## config.mk

```make
export PLATFORM = sky130hd
export DESIGN_NAME = actuator_reply_deframer_core
export DESIGN_NICKNAME = d
export VERILOG_FILES = /design/src/sv/ard_pkg.sv /design/src/sv/ard_frame.sv /design/src/sv/ard_angle.sv /design/src/sv/actuator_reply_deframer_core.sv
export SDC_FILE = /design/constraint.sdc
export NUM_CORES = 1
export LEC_CHECK = 0
export BUFFER_PORTS_ARGS = -buffer_cell sky130_fd_sc_hd__buf_2
export CORE_MARGIN = 1.5
export CORE_UTILIZATION = 50
export DETAILED_ROUTE_END_ITERATION = 8
export PLACE_DENSITY = 0.68
export REMOVE_ABC_BUFFERS = 1
export SYNTH_ARGS = -nofsm -noshare
export SYNTH_HDL_FRONTEND = slang
export SYNTH_HIERARCHICAL = 1
export SYNTH_SLANG_ARGS = --single-unit
```

## constraint.sdc

```tcl
create_clock -name clk -period 13.2 [get_ports clk]
set_input_delay 3.3 -clock clk [delete_from_list [all_inputs] [get_ports clk]]
set_output_delay 3.3 -clock clk [all_outputs]
set_load 0.02 [all_outputs]
```

## src/sv/ard_pkg.sv

```systemverilog
// ----------------------------------------------------------------------------
// ard_pkg
// Shared constants, types and the CRC-8 byte update for the reply deframer.
// ----------------------------------------------------------------------------
`default_nettype none

package ard_pkg;

	localparam logic [7:0] SYNC_BYTE      = 8'h47;
	localparam logic [4:0] SETPOINT_BYTES = 5'd8;

	localparam int         CFG_DATA_W     = 16;
	localparam logic       REG_LONG_LAYOUT = 1'b0;
	localparam logic       REG_GEAR_RATIO  = 1'b1;
	localparam logic [15:0] GEAR_RATIO_RESET = 16'd25006;

	localparam logic signed [25:0] ANGLE_MIN = -26'sd16777216;
	localparam logic signed [25:0] ANGLE_MAX = 26'sd16777215;

	// CRC-8/Maxim contribution of each set bit of crc ^ data
	localparam logic [7:0] CRC_TERMS [8] = '{
		8'h5e, 8'hbc, 8'h61, 8'hc2, 8'h9d, 8'h23, 8'h46, 8'h8c
	};

	typedef struct packed {
		logic signed [20:0] motor_count;
		logic [15:0]        joint_count;
		logic signed [21:0] motor_delta;
		logic signed [16:0] joint_delta;
		logic [31:0]        joint_product;
		logic [15:0]        drive_current;
		logic [15:0]        drive_pwm;
		logic               position_crc_ok;
		logic               drive_crc_ok;
	} ard_stage_t;

	function automatic logic [7:0] crc8_update(input logic [7:0] crc, input logic [7:0] data);
		logic [7:0] x;
		logic [7:0] r;
		x = crc ^ data;
		r = '0;
		for (int k = 0; k < 8; k++) begin
			if (x[k]) begin
				r = r ^ CRC_TERMS[k];
			end
		end
		return r;
	endfunction

endpackage

`default_nettype wire

```

## src/sv/ard_frame.sv

```systemverilog
// ----------------------------------------------------------------------------
// ard_frame
// Sync hunt, byte slotting, running CRCs and frame assembly into stage two.
// ----------------------------------------------------------------------------
`default_nettype none

module ard_frame (
	input  wire logic               clk,
	input  wire logic               arst_n,
	input  wire logic               valid_s1,
	input  wire logic [7:0]         byte_s1,
	input  wire logic               s2_ready,
	input  wire logic               long_layout,
	input  wire logic [15:0]        gear_ratio_q8,
	output logic                    valid_s2,
	output ard_pkg::ard_stage_t     stage_s2
);
	import ard_pkg::*;

	logic               hunting_q;
	logic [4:0]         pos_q;
	logic [7:0]         bytes_q [9];
	logic [7:0]         pos_crc_q;
	logic [7:0]         drv_crc_q;
	logic signed [20:0] prev_motor_q;
	logic [15:0]        prev_joint_q;

	logic               step;
	logic [4:0]         skip;
	logic               past_skip;
	logic [4:0]         idx;
	logic               in_pos;
	logic               in_drv;
	logic               at_crc1;
	logic               last;
	logic [7:0]         pos_crc_next;
	logic [7:0]         drv_crc_next;
	logic signed [20:0] motor;
	logic [15:0]        joint;
	ard_stage_t         stage;

	assign step      = valid_s1 && s2_ready;
	assign skip      = long_layout ? SETPOINT_BYTES : 5'd0;
	assign past_skip = pos_q >= skip;
	assign idx       = pos_q - skip;
	assign in_pos    = past_skip && (idx < 5'd5);
	assign in_drv    = past_skip && (idx >= 5'd5) && (idx < 5'd9);
	assign at_crc1   = past_skip && (idx == 5'd9);
	assign last      = past_skip && (idx >= 5'd10);

	assign pos_crc_next = crc8_update(pos_crc_q, byte_s1);
	assign drv_crc_next = crc8_update(drv_crc_q, byte_s1);

	assign motor = $signed({bytes_q[2][7], bytes_q[2], 12'b0})
		+ $signed({5'b0, bytes_q[0], bytes_q[1]});
	assign joint = {bytes_q[3], bytes_q[4]};

	always_comb begin
		stage.motor_count     = motor;
		stage.joint_count     = joint;
		stage.motor_delta     = {motor[20], motor} - {prev_motor_q[20], prev_motor_q};
		stage.joint_delta     = $signed({1'b0, joint} - {1'b0, prev_joint_q});
		stage.joint_product   = {16'b0, joint} * {16'b0, gear_ratio_q8};
		stage.drive_current   = {bytes_q[5], bytes_q[6]};
		stage.drive_pwm       = {bytes_q[7], bytes_q[8]};
		stage.position_crc_ok = (pos_crc_q == 8'h00);
		stage.drive_crc_ok    = (drv_crc_q == byte_s1);
	end

	always_ff @(posedge clk or negedge arst_n) begin
		if (!arst_n) begin
			hunting_q    <= 1'b1;
			pos_q        <= '0;
			pos_crc_q    <= '0;
			drv_crc_q    <= '0;
			prev_motor_q <= '0;
			prev_joint_q <= '0;
			valid_s2     <= 1'b0;
		end else begin
			if (s2_ready) begin
				valid_s2 <= step && !hunting_q && last;
			end
			if (step) begin
				if (hunting_q) begin
					if (byte_s1 == SYNC_BYTE) begin
						hunting_q <= 1'b0;
						pos_q     <= '0;
						pos_crc_q <= '0;
						drv_crc_q <= '0;
					end
				end else begin
					pos_q <= last ? 5'd0 : pos_q + 5'd1;
					if (in_pos) begin
						pos_crc_q <= pos_crc_next;
					end else if (in_drv) begin
						drv_crc_q <= drv_crc_next;
					end else if (at_crc1) begin
						pos_crc_q <= pos_crc_q ^ byte_s1;
					end else if (last) begin
						hunting_q    <= 1'b1;
						prev_motor_q <= motor;
						prev_joint_q <= joint;
					end
				end
			end
		end
	end

	always_ff @(posedge clk) begin
		if (step && !hunting_q && (in_pos || in_drv)) begin
			bytes_q[idx[3:0]] <= byte_s1;
		end
		if (step && !hunting_q && last) begin
			stage_s2 <= stage;
		end
	end

endmodule

`default_nettype wire

```

## src/sv/ard_angle.sv

```systemverilog
// ----------------------------------------------------------------------------
// ard_angle
// Gear angle difference with floor shift and clamp, and the result register.
// ----------------------------------------------------------------------------
`default_nettype none

module ard_angle (
	input  wire logic                clk,
	input  wire logic                arst_n,
	input  wire logic                valid_s2,
	input  wire ard_pkg::ard_stage_t stage_s2,
	output logic                     s2_ready,
	input  wire logic                out_stall,
	output logic                     out_valid,
	output logic signed [20:0]       motor_count,
	output logic [15:0]              joint_count,
	output logic signed [21:0]       motor_delta,
	output logic signed [16:0]       joint_delta,
	output logic signed [24:0]       angle_difference,
	output logic [15:0]              drive_current,
	output logic [15:0]              drive_pwm,
	output logic                     position_crc_ok,
	output logic                     drive_crc_ok
);
	import ard_pkg::*;

	logic [33:0]        diff;
	logic signed [25:0] ang_raw;
	logic signed [25:0] ang_sat;

	assign s2_ready = !out_valid || !out_stall;

	assign diff    = {{5{stage_s2.motor_count[20]}}, stage_s2.motor_count, 8'b0}
		- {2'b0, stage_s2.joint_product};
	assign ang_raw = $signed(diff[33:8]);

	always_comb begin
		ang_sat = ang_raw;
		if (ang_raw < ANGLE_MIN) begin
			ang_sat = ANGLE_MIN;
		end else if (ang_raw > ANGLE_MAX) begin
			ang_sat = ANGLE_MAX;
		end
	end

	always_ff @(posedge clk or negedge arst_n) begin
		if (!arst_n) begin
			out_valid <= 1'b0;
		end else if (s2_ready) begin
			out_valid <= valid_s2;
		end
	end

	always_ff @(posedge clk) begin
		if (valid_s2 && s2_ready) begin
			motor_count      <= stage_s2.motor_count;
			joint_count      <= stage_s2.joint_count;
			motor_delta      <= stage_s2.motor_delta;
			joint_delta      <= stage_s2.joint_delta;
			angle_difference <= ang_sat[24:0];
			drive_current    <= stage_s2.drive_current;
			drive_pwm        <= stage_s2.drive_pwm;
			position_crc_ok  <= stage_s2.position_crc_ok;
			drive_crc_ok     <= stage_s2.drive_crc_ok;
		end
	end

endmodule

`default_nettype wire

```

## src/sv/actuator_reply_deframer_core.sv

```systemverilog
// ----------------------------------------------------------------------------
// actuator_reply_deframer_core
// Actuator reply deframer: sync hunt, CRC-8 checks, position and angle result.
//
//   channel  | signals                        | item
//   ---------+--------------------------------+------------------------------
//   in       | in_valid, in_stall, rx_byte    | one received byte
//   out      | out_valid, out_stall, fields   | one decoded frame
//   cfg      | cfg_wr_en, cfg_index, cfg_data | register write, no read-back
//
// One byte is taken every cycle while in_stall is low; the CRCs and byte slotting
// update in a single pass after the input register. After its last byte is taken,
// a frame result passes the input register, frame/multiply stage, result register.
// Reset clears control state only; frame byte storage is written before use.
// A stall on the output holds the result and backs up to in_stall at once.
// ----------------------------------------------------------------------------
`default_nettype none

module actuator_reply_deframer_core (
	input  wire logic                clk,
	input  wire logic                arst_n,
	input  wire logic                in_valid,
	output logic                     in_stall,
	input  wire logic [7:0]          rx_byte,
	output logic                     out_valid,
	input  wire logic                out_stall,
	output logic signed [20:0]       motor_count,
	output logic [15:0]              joint_count,
	output logic signed [21:0]       motor_delta,
	output logic signed [16:0]       joint_delta,
	output logic signed [24:0]       angle_difference,
	output logic [15:0]              drive_current,
	output logic [15:0]              drive_pwm,
	output logic                     position_crc_ok,
	output logic                     drive_crc_ok,
	input  wire logic                cfg_wr_en,
	input  wire logic                cfg_index,
	input  wire logic [ard_pkg::CFG_DATA_W-1:0] cfg_data
);
	import ard_pkg::*;

	logic       long_layout_q;
	logic [15:0] gear_ratio_q;
	logic       valid_s1;
	logic [7:0] byte_s1;
	logic       valid_s2;
	ard_stage_t stage_s2;
	logic       s2_ready;

	always_ff @(posedge clk or negedge arst_n) begin
		if (!arst_n) begin
			long_layout_q <= 1'b0;
			gear_ratio_q  <= GEAR_RATIO_RESET;
		end else if (cfg_wr_en) begin
			case (cfg_index)
				REG_LONG_LAYOUT: long_layout_q <= cfg_data[0];
				REG_GEAR_RATIO:  gear_ratio_q  <= cfg_data[15:0];
				default:         long_layout_q <= long_layout_q;
			endcase
		end
	end

	assign in_stall = valid_s1 && !s2_ready;

	always_ff @(posedge clk or negedge arst_n) begin
		if (!arst_n) begin
			valid_s1 <= 1'b0;
		end else if (!in_stall) begin
			valid_s1 <= in_valid;
		end
	end

	always_ff @(posedge clk) begin
		if (in_valid && !in_stall) begin
			byte_s1 <= rx_byte;
		end
	end

	ard_frame u_frame (
		.clk           (clk),
		.arst_n        (arst_n),
		.valid_s1      (valid_s1),
		.byte_s1       (byte_s1),
		.s2_ready      (s2_ready),
		.long_layout   (long_layout_q),
		.gear_ratio_q8 (gear_ratio_q),
		.valid_s2      (valid_s2),
		.stage_s2      (stage_s2)
	);

	ard_angle u_angle (
		.clk              (clk),
		.arst_n           (arst_n),
		.valid_s2         (valid_s2),
		.stage_s2         (stage_s2),
		.s2_ready         (s2_ready),
		.out_stall        (out_stall),
		.out_valid        (out_valid),
		.motor_count      (motor_count),
		.joint_count      (joint_count),
		.motor_delta      (motor_delta),
		.joint_delta      (joint_delta),
		.angle_difference (angle_difference),
		.drive_current    (drive_current),
		.drive_pwm        (drive_pwm),
		.position_crc_ok  (position_crc_ok),
		.drive_crc_ok     (drive_crc_ok)
	);

`ifndef NO_ASSERTIONS
	a_stall_needs_byte: assert property (@(posedge clk) disable iff (!arst_n)
		in_stall |-> valid_s1)
		else $error("input stalled with no byte held");

	a_s2_hold: assert property (@(posedge clk) disable iff (!arst_n)
		valid_s2 && !s2_ready |=> valid_s2 && $stable(stage_s2))
		else $error("frame stage lost or changed while blocked");

	a_out_source: assert property (@(posedge clk) disable iff (!arst_n)
		$rose(out_valid) |-> $past(valid_s2))
		else $error("result appeared without a frame behind it");
`endif

endmodule

`default_nettype wire
```

# Word level (Yosys, flattened, before mapping)
# Memory sizes are Yosys's and may differ from the RTL's. A register that Yosys moved wholly into a read port is not among the register bits.
# Index checks and enable logic that the tools add are counted.
# Widths: inputs -> output; s select.
# op_classes
muxes	37
order_cmp	7
reduce_logical	28
eq_ne	6
bitwise_logic	21
n_addsub	6
mul	1
# ops
op	count
$mux 8	16
$mux 7	6
$sub 29x33->34	1
$mul 16x16->32	1
$not 3->3	10
$gt 26x25->1 const B	1
$lt 26x25->1 const B	1
$mux 25	1
$sub 21x21->22	1
$add 20x17->21	1
$sub 16x16->17	1
$xor 8x8->8	2
$mux 5	3
$logic_and 1x1->1	12
$mux 6	2
$not 4->5	2
$not 5->5	2
$eq 8x7->1 const B	1
$eq 8x8->1	1
$logic_not 8->1	1
$mux 1	8
$reduce_and 4->1	2
$reduce_and 2->1	3
$reduce_and 6->1	1
other kinds (17)	26
# word_totals
mem_bits_rw	72
word_cells	135
n_memories	1
ff_bits	332
inputBits	30
output_inout_bits	137
# mem_list
name	depth	word_bits	read_ports	rd_ports_with_merged_regs	write_ports	line_no	text
u_frame.bytes_q	9	8	9	4	1	ard_frame.sv:22	logic [7:0] bytes_q [9];

# Depth between registers and ports, before layout
# Gate-level depths: netlist of the first run.
# depth
depth_word	19
mapped_depth	22
mapped_depth_nobuf	21

# Cells and area by module
# Netlist of the first run, hierarchy kept.
# by_module_without_submodules
mod	n_inst	seq_area_each_um2	cells_each	area_each_um2
ard_frame	1	7928.9	1862	20581.0
ard_angle	1	4078.9	396	5939.4
actuator_reply_deframer_core	1	700.7	50	989.7

# Worst setup path before layout of the first run
# Ideal clock, no wire load.
# synth_path
path_type	in2reg
start	input out_stall
end	register u_frame.prev_joint_q[10]
stages	6
path_buffers	1
slack_ps	5025
arrival_time_ps	8050
setup_time_ps	125
t_required_ps	13075
cell_sequence	nand2_1 -> nand2_1 -> nor3_4 -> o21ai_4 -> buf_6 -> mux2_4
# synth_between
elab_chain_cells	4
# synth_rtl
item	line_no	text
start, declared	actuator_reply_deframer_core.sv:26	input wire logic out_stall,
$logic_not 1->1	ard_angle.sv:31	assign s2_ready = !out_valid || !out_stall;
$logic_or 1x1->1	ard_angle.sv:31	
$logic_and 1x1->1	ard_frame.sv:42	assign step = valid_s1 && s2_ready;
$reduce_and 6->1 (no source line)	-	
end signal, assigned	ard_frame.sv:102	prev_joint_q <= joint;
end, declared	ard_frame.sv:26	logic [15:0] prev_joint_q;
# No other way between the ends.
# A chain may end at the register's enable or synchronous reset.

# Worst setup path after layout of the first run
# layout_path
start	input out_stall
end	output in_stall
# layout_between
elab_chain_cells	4
# layout_rtl
item	line_no	text
$logic_not 1->1	ard_angle.sv:31	
$logic_or 1x1->1	ard_angle.sv:31	
net s2_ready	actuator_reply_deframer_core.sv:48	logic s2_ready;
$logic_not 1->1	actuator_reply_deframer_core.sv:63	assign in_stall = valid_s1 && !s2_ready;
$logic_and 1x1->1	actuator_reply_deframer_core.sv:63	
end, declared	actuator_reply_deframer_core.sv:23	output logic in_stall,
# The timed path passes the listed nets, and every way through them passes these cells.

==> impl_metrics.py, run 1 <==
metrics = {
    "status": {
        "status": "complete, no violations",
    },
    "min_path": {
        "worstHoldPathType": "reg -> reg",
    },
    "place": {
        "dp_slack_ns": 6.005,
        "place_hpwl_um": 43880,
        "port_buffers": 166,
        "gp_congestion": 0.8975,
    },
    "floorplanning": {
        "die_h_um": 237.6,
        "ioPinCount": 167,
        "core_area_um2": 54130,
        "die_w_um": 237.6,
        "dieArea_um2": 56440,
        "num_rows": 85,
        "start_util": 0.5082,
    },
    "cts": {
        "cts_tree": "built",
        "post-cts-setup-buffers": 0,
        "clkTransAtPathRegs_ns": 0.06,
        "htree_num_levels": 2,
        "root_buffer": "clkbuf_16",
        "cts_sinks": 436,
        "post_cts_resized": 0,
        "ctsHoldBuffers": 0,
        "clock_tree.buffer_depth": 3,
        "numCtsBuffers": 46,
        "clk-insertion-delay-late_ns": 0.58,
    },
    "power_and_ir_drop": {
        "vdd_drop_max_uv": 314.3,
        "p_per_area_nw_per_um2": 290.6,
        "p_clk_frac": 0.151,
        "p_sw_uw": 3868,
        "power_frac_seq": 0.236,
        "pwr-share-comb": 0.614,
        "power.internal_uw": 5005,
        "p_leak_uw": 0.01317,
        "switching_share": 0.4359,
        "p_total_uw": 8873,
    },
    "routing": {
        "dr.pass1.iters": 7,
        "drc": 0,
        "drt_iter0_markers": 1077,
        "drt-wirelength-per-cell_um": 18.97,
        "drt_wl_total_um": 60700,
        "num_vias": 17324,
        "ant_nets": 0,
        "vias_per_cell": 5.414,
    },
    "critical_path": {
        "start_kind": "primary input",
        "path_cells": "buf_2 > nand2_1 > nand2b_1 > inv_1 > buf_2",
        "cpPeakStageDelay_ns": 0.20,
        "crit_required_ns": 9.90,
        "worstSetupEndpointType": "output pin",
        "path_class": "in -> out",
        "crit_slowest_cell": "nand2b_1",
        "cp_max_fo": 6,
        "path_common_cell": "buf_2",
        "worstPathArrival_ns": 3.89,
    },
    "logic_synthesis": {
        "ys_seq_area_frac": 0.4620,
        "synth_top_flop_cell": "edfxtp_1",
        "synthCells": 2308,
        "synth-edff-count": 357,
        "synth_cell_type_count": 84,
        "ys_seq_elements": 436,
        "ys_warn_count": 6,
        "avgSynthCellArea_um2": 11.92,
        "netlist_area_um2": 27510,
        "synthArstFlopShare": 0.1812,
    },
    "sta": {
        "rsz0062_at_grt": "false",
        "finalHoldViolations": 0,
        "final_max_slew_viol_count": 0,
        "final_period_minus_worst_setup_slack_ns": 7.193,
        "fmax_mhz": 139.0,
        "setup_viol": 0,
        "fin_skew_ns": 0.01951,
        "worst_slack_ns": 6.007,
        "fin_crit_sh": 0.5449,
        "tns_ns": 0,
        "slew_headroom": 0.1759,
        "worst_pin_slew_ns": 1.232,
    },
    "grt": {
        "track_usage": 0.2191,
        "grt_pass1_vias": 17620,
        "gr-total-overflow": 0,
        "grt_max_degree": 80,
        "antenna_found_initial": 0,
        "grt_pass1_wl_um": 96700,
    },
    "finish": {
        "drive_gt1_frac": 0.1406,
        "nets": 2870,
        "n_antenna_cell": 0,
        "area_growth_pct": 10.98,
    },
    "job": {
        "drv_cap": 0,
    },
}
-- path summary, 6_finish.rpt --
path / cells after the start / end / startpoint / slack [ns]
max: 5 / in_stall / out_stall / 6.01
min: 0 / u_angle/drive_current[9]$_DFFE_PP_ / u_frame/stage_s2[27]$_DFFE_PP_ / 0.41
max reg2reg: 18 / u_frame/stage_s2[62]$_DFFE_PP_ / u_frame/bytes_q[4][7]$_DFFE_PP_ / 6.42
min reg2reg: 0 / u_angle/drive_current[9]$_DFFE_PP_ / u_frame/stage_s2[27]$_DFFE_PP_ / 0.41
max in group asynchronous: 1 / gear_ratio_q[4]$_DFFE_PN0P_ / arst_n / 9.54
min in group asynchronous: 1 / u_angle/out_valid$_DFFE_PN0N_ / arst_n / 2.92
-- per-stage QoR --
stage | cell area, um2 | hold slack [ns] | utilization | instances
2_1_floorplan | 27180 | 0.4003 | - | 2245
3_3_place_gp | 28940 | 0.4010 | 0.5346 | 3114
3_5_place_dp | 28940 | 0.4045 | 0.5346 | 3114
4_1_cts | 30530 | 0.4116 | 0.5640 | 3200
5_1_grt | 30530 | 0.4207 | 0.5640 | 3200
6_report | 30530 | 0.4134 | 0.5640 | 3200
-- cells in the mapped netlist, types with 11 or more instances --
cell type	number	area [um2]
a211oi_1	15	112.6
a211oi_2	18	225.2
a21o_1	29	217.7
a21oi_1	92	460.4
a31oi_1	13	81.33
and2_1	132	825.8
and3_1	13	81.33
clkbuf_1	48	180.2
dfrtp_1	70	1752
edfxtp_1	357	10720
fa_1	197	3944
ha_1	177	2215
inv_1	337	1265
mux2_2	19	214.0
mux2_4	33	495.5
nand2_1	206	773.2
nand2b_1	15	93.84
nand3_1	28	140.1
nand4_1	11	68.82
nor2_1	85	319.1
nor2b_1	18	112.6
nor3_1	28	140.1
o21ai_0	62	310.3
o21bai_1	11	82.58
xnor2_1	80	700.7
xor2_1	41	359.1
-- placed cells by master (no fill, tap or decap), types with 7 or more instances in the layout --
master,n
o21ai_1,9
o21bai_1,11
edfxtp_1,357
buf_2,165
xor2_1,41
nor2_1,85
a21o_1,29
inv_1,337
o21a_1,10
nor2b_1,18
o31ai_1,8
xnor2_1,80
buf_4,8
nand3_1,28
nor3_1,28
ha_1,177
nand2_1,206
nand4_1,11
and2_1,131
dfstp_2,9
mux2_2,19
a211oi_2,18
and3_1,13
a211oi_1,15
a21oi_1,92
fa_1,197
clkbuf_16,46
nor3b_1,9
dfrtp_1,70
o21ai_0,62
a31oi_1,13
nand2b_1,15
clkinv_2,7
mux2_4,33
-- critical path, delay by kind of cell --
kind	cells	cell delay, ns
buf+inv	3	0.29
simple gates	2	0.31
-- sequential cells by signal (all words and copies together), names as in the netlist --
name	flops
u_frame/stage_s2	142
u_frame/bytes_q	72
u_angle/angle_difference	25
u_angle/motor_delta	22
u_angle/motor_count	21
u_frame/prev_motor_q	21
u_angle/joint_delta	17
gear_ratio_q	16
u_angle/drive_current	16
u_angle/drive_pwm	16
u_angle/joint_count	16
u_frame/prev_joint_q	16
byte_s1	8
u_frame/drv_crc_q	8
u_frame/pos_crc_q	8
u_frame/pos_q	5
long_layout_q	1
u_angle/drive_crc_ok	1
u_angle/out_valid	1
u_angle/position_crc_ok	1
u_frame/hunting_q	1
u_frame/valid_s2	1
valid_s1	1
-- final cells by class --
cell class | instances | area (um2)
clock inverter | 33 | 384.1
timing repair buffer | 173 | 885.9
sequential | 436 | 12710
fill | 4425 | 23600
inverter | 337 | 1265
multi-input combinational | 1472 | 13210
clock buffer | 53 | 1207
tap | 696 | 870.8
-- cells by family after synthesis --
kind of cell	Yosys count	share of synthesized area
buf+inv	400	0.05794
fa+ha+maj	374	0.2239
xor+xnor	121	0.03852
mux	56	0.02724
compound gates	329	0.08096
simple gates	592	0.1095
flops	436	0.4620
-- power by group through the flow --
| stage | Sequential [uW] | Combinational, uW | Clock, uW |
|---|---|---|---|
| 2_1_floorplan | 2100 | 4140 | 0 |
| 3_3_place_gp | 2110 | 5360 | 0 |
| 3_5_place_dp | 2120 | 5380 | 0 |
| 4_1_cts | 2090 | 5440 | 1370 |
| 5_1_grt | 2110 | 6190 | 1420 |
| 6_report | 2090 | 5450 | 1340 |
-- routing by layer --
layer | vias to the layer above | part of all wire | GRT usage
met5 | - | 0 | 0
met2 | 512 | 0.47 | 0.3575
met3 | 98 | 0.056 | 0.03890
li1 | 8158 | - | -
met4 | 0 | 0.028 | 0.06948
met1 | 8556 | 0.44 | 0.2993
Power figures use the tool's default switching activity.
==> run 2: changes to the inputs <==
clock period = 6.9 ns   (was 13.2 ns; I/O delays follow)
==> impl_metrics.py, run 2 (synthesized netlist as in run 1, its figures left out) <==
metrics = {
    "status": {
        "status": "complete, no violations",
    },
    "finish": {
        "largest_reg_flops": 142,
        "n_antenna_cell": 0,
        "final_common_cell": "edfxtp_1",
        "nets": 2895,
        "regMostFlops": "u_frame/stage_s2",
        "drive_gt1_frac": 0.1461,
        "area_growth_pct": 11.65,
        "stdcell_area_um2": 30720,
        "mostFrequentLayoutCells": "edfxtp_1 (357), inv_1 (337), nand2_1 (206), fa_1 (197), ha_1 (177)",
    },
    "critical_path": {
        "cp_max_fo": 17,
        "worstPathArrival_ns": 6.90,
        "path_class": "reg -> reg",
        "start_kind": "register",
        "crit_required_ns": 7.22,
        "worstSetupEndpointType": "register",
    },
    "floorplanning": {
        "die_w_um": 237.6,
        "die_h_um": 237.6,
        "ioPinCount": 167,
        "num_rows": 85,
        "dieArea_um2": 56440,
        "core_area_um2": 54130,
        "start_util": 0.5082,
    },
    "cts": {
        "ctsHoldBuffers": 0,
        "clock_tree.buffer_depth": 3,
        "post_cts_resized": 0,
        "root_buffer": "clkbuf_16",
        "cts_tree": "built",
        "numCtsBuffers": 47,
        "clk-insertion-delay-late_ns": 0.58,
        "htree_num_levels": 2,
        "clkTransAtPathRegs_ns": 0.06,
        "cts_sinks": 436,
        "post-cts-setup-buffers": 0,
    },
    "routing": {
        "vias_per_cell": 5.412,
        "drc": 0,
        "dr.pass1.iters": 5,
        "drt-wirelength-per-cell_um": 19.69,
        "drt_iter0_markers": 1071,
        "drt_wl_total_um": 63430,
        "ant_nets": 0,
        "num_vias": 17436,
    },
    "sta": {
        "fin_skew_ns": 0.02100,
        "worst_pin_slew_ns": 1.252,
        "setup_viol": 0,
        "fin_crit_sh": 0.9528,
        "final_period_minus_worst_setup_slack_ns": 6.574,
        "tns_ns": 0,
        "rsz0062_at_grt": "false",
        "worst_slack_ns": 0.3258,
        "slew_headroom": 0.1623,
        "fmax_mhz": 152.1,
        "final_max_slew_viol_count": 0,
        "finalHoldViolations": 0,
    },
    "place": {
        "dp_slack_ns": 0.3693,
        "gp_congestion": 0.9082,
        "place_hpwl_um": 46950,
        "placedInstanceArea_um2": 29150,
        "port_buffers": 166,
    },
    "grt": {
        "antenna_found_initial": 1,
        "grt_pass1_wl_um": 99920,
        "gr-total-overflow": 0,
        "track_usage": 0.2282,
        "grt_pass1_vias": 17942,
        "grt_max_degree": 144,
    },
    "min_path": {
        "worstHoldPathType": "reg -> reg",
    },
    "power_and_ir_drop": {
        "p_per_area_nw_per_um2": 545.8,
        "p_total_uw": 16770,
        "vdd_drop_max_uv": 586.9,
        "p_leak_uw": 0.01327,
    },
    "job": {
        "drv_cap": 0,
    },
}
==> run 2: cell types whose count changed in the layout (fill, tap and decap cells not counted), moves of 2 or more <==
cell | before | now
clkinv_2 | 7 | 5
clkbuf_1 | 4 | 8
clkbuf_8 | 3 | 1
buf_12 | 0 | 2
clkinv_4 | 6 | 2
buf_4 | 8 | 30
==> run 2: stage by stage <==
stage,utilization,hold WS [ns],cells
2_1_floorplan,-,0.4003,2245
3_3_place_gp,0.5384,0.4008,3138
3_5_place_dp,0.5384,0.4045,3138
4_1_cts,0.5674,0.4133,3222
5_1_grt,0.5674,0.4085,3222
6_report,0.5674,0.4148,3222
==> run 2: final timing paths <==
path / from / to / slack (ns) / cells after the start
max: gear_ratio_q[6]$_DFFE_PN0P_ / u_frame/stage_s2[62]$_DFFE_PP_ / 0.33 / 19
min: u_frame/stage_s2[107]$_DFFE_PP_ / u_angle/joint_count[2]$_DFFE_PP_ / 0.41 / 0
max reg2reg: gear_ratio_q[6]$_DFFE_PN0P_ / u_frame/stage_s2[62]$_DFFE_PP_ / 0.33 / 19
min reg2reg: u_frame/stage_s2[107]$_DFFE_PP_ / u_angle/joint_count[2]$_DFFE_PP_ / 0.41 / 0
max in group asynchronous: arst_n / u_frame/prev_motor_q[12]$_DFFE_PN0P_ / 4.70 / 2
min in group asynchronous: arst_n / u_frame/prev_joint_q[1]$_DFFE_PN0P_ / 1.10 / 1
==> run 2: cell type report <==
cell class / count / area, um2
Clock buffer: 56 / 1220
Clock inverter: 28 / 350.3
Fill cell: 4416 / 23420
Inverter: 337 / 1265
Multi-Input combinational cell: 1472 / 13210
Sequential cell: 436 / 12710
Tap cell: 696 / 870.8
Timing Repair Buffer: 197 / 1091
==> run 2: metal layers <==
layer | vias to the layer above | wire length, um | part of all wire | global-route usage
li1 | 8218 | - | - | -
met1 | 8677 | 28130 | 0.44 | 0.3043
met2 | 453 | 30780 | 0.49 | 0.3874
met3 | 88 | 2847 | 0.045 | 0.03333
met4 | 0 | 1681 | 0.027 | 0.06910
met5 | - | 0 | 0 | 0
==> run 2: worst max-delay path, cell delays in order, from the launching register on <==
cell	delay (ns)
dfrtp_1	0.57
and2_1	0.29
fa_1	0.55
inv_1	0.07
fa_1	0.56
inv_1	0.07
fa_1	0.52
fa_1	0.44
fa_1	0.59
inv_1	0.07
fa_1	0.53
inv_1	0.04
ha_1	0.37
or2_1	0.28
a21o_1	0.21
and4_1	0.22
and2_1	0.16
a2111oi_2	0.44
o221ai_1	0.19
xnor2_1	0.16
==> run 2: report_power, final <==
| group | total, uW | switching, uW | internal, uW |
|---|---|---|---|
| sequential | 3990 | 279 | 3710 |
| clock | 2540 | 1020 | 1530 |
| combinational | 10200 | 5900 | 4340 |
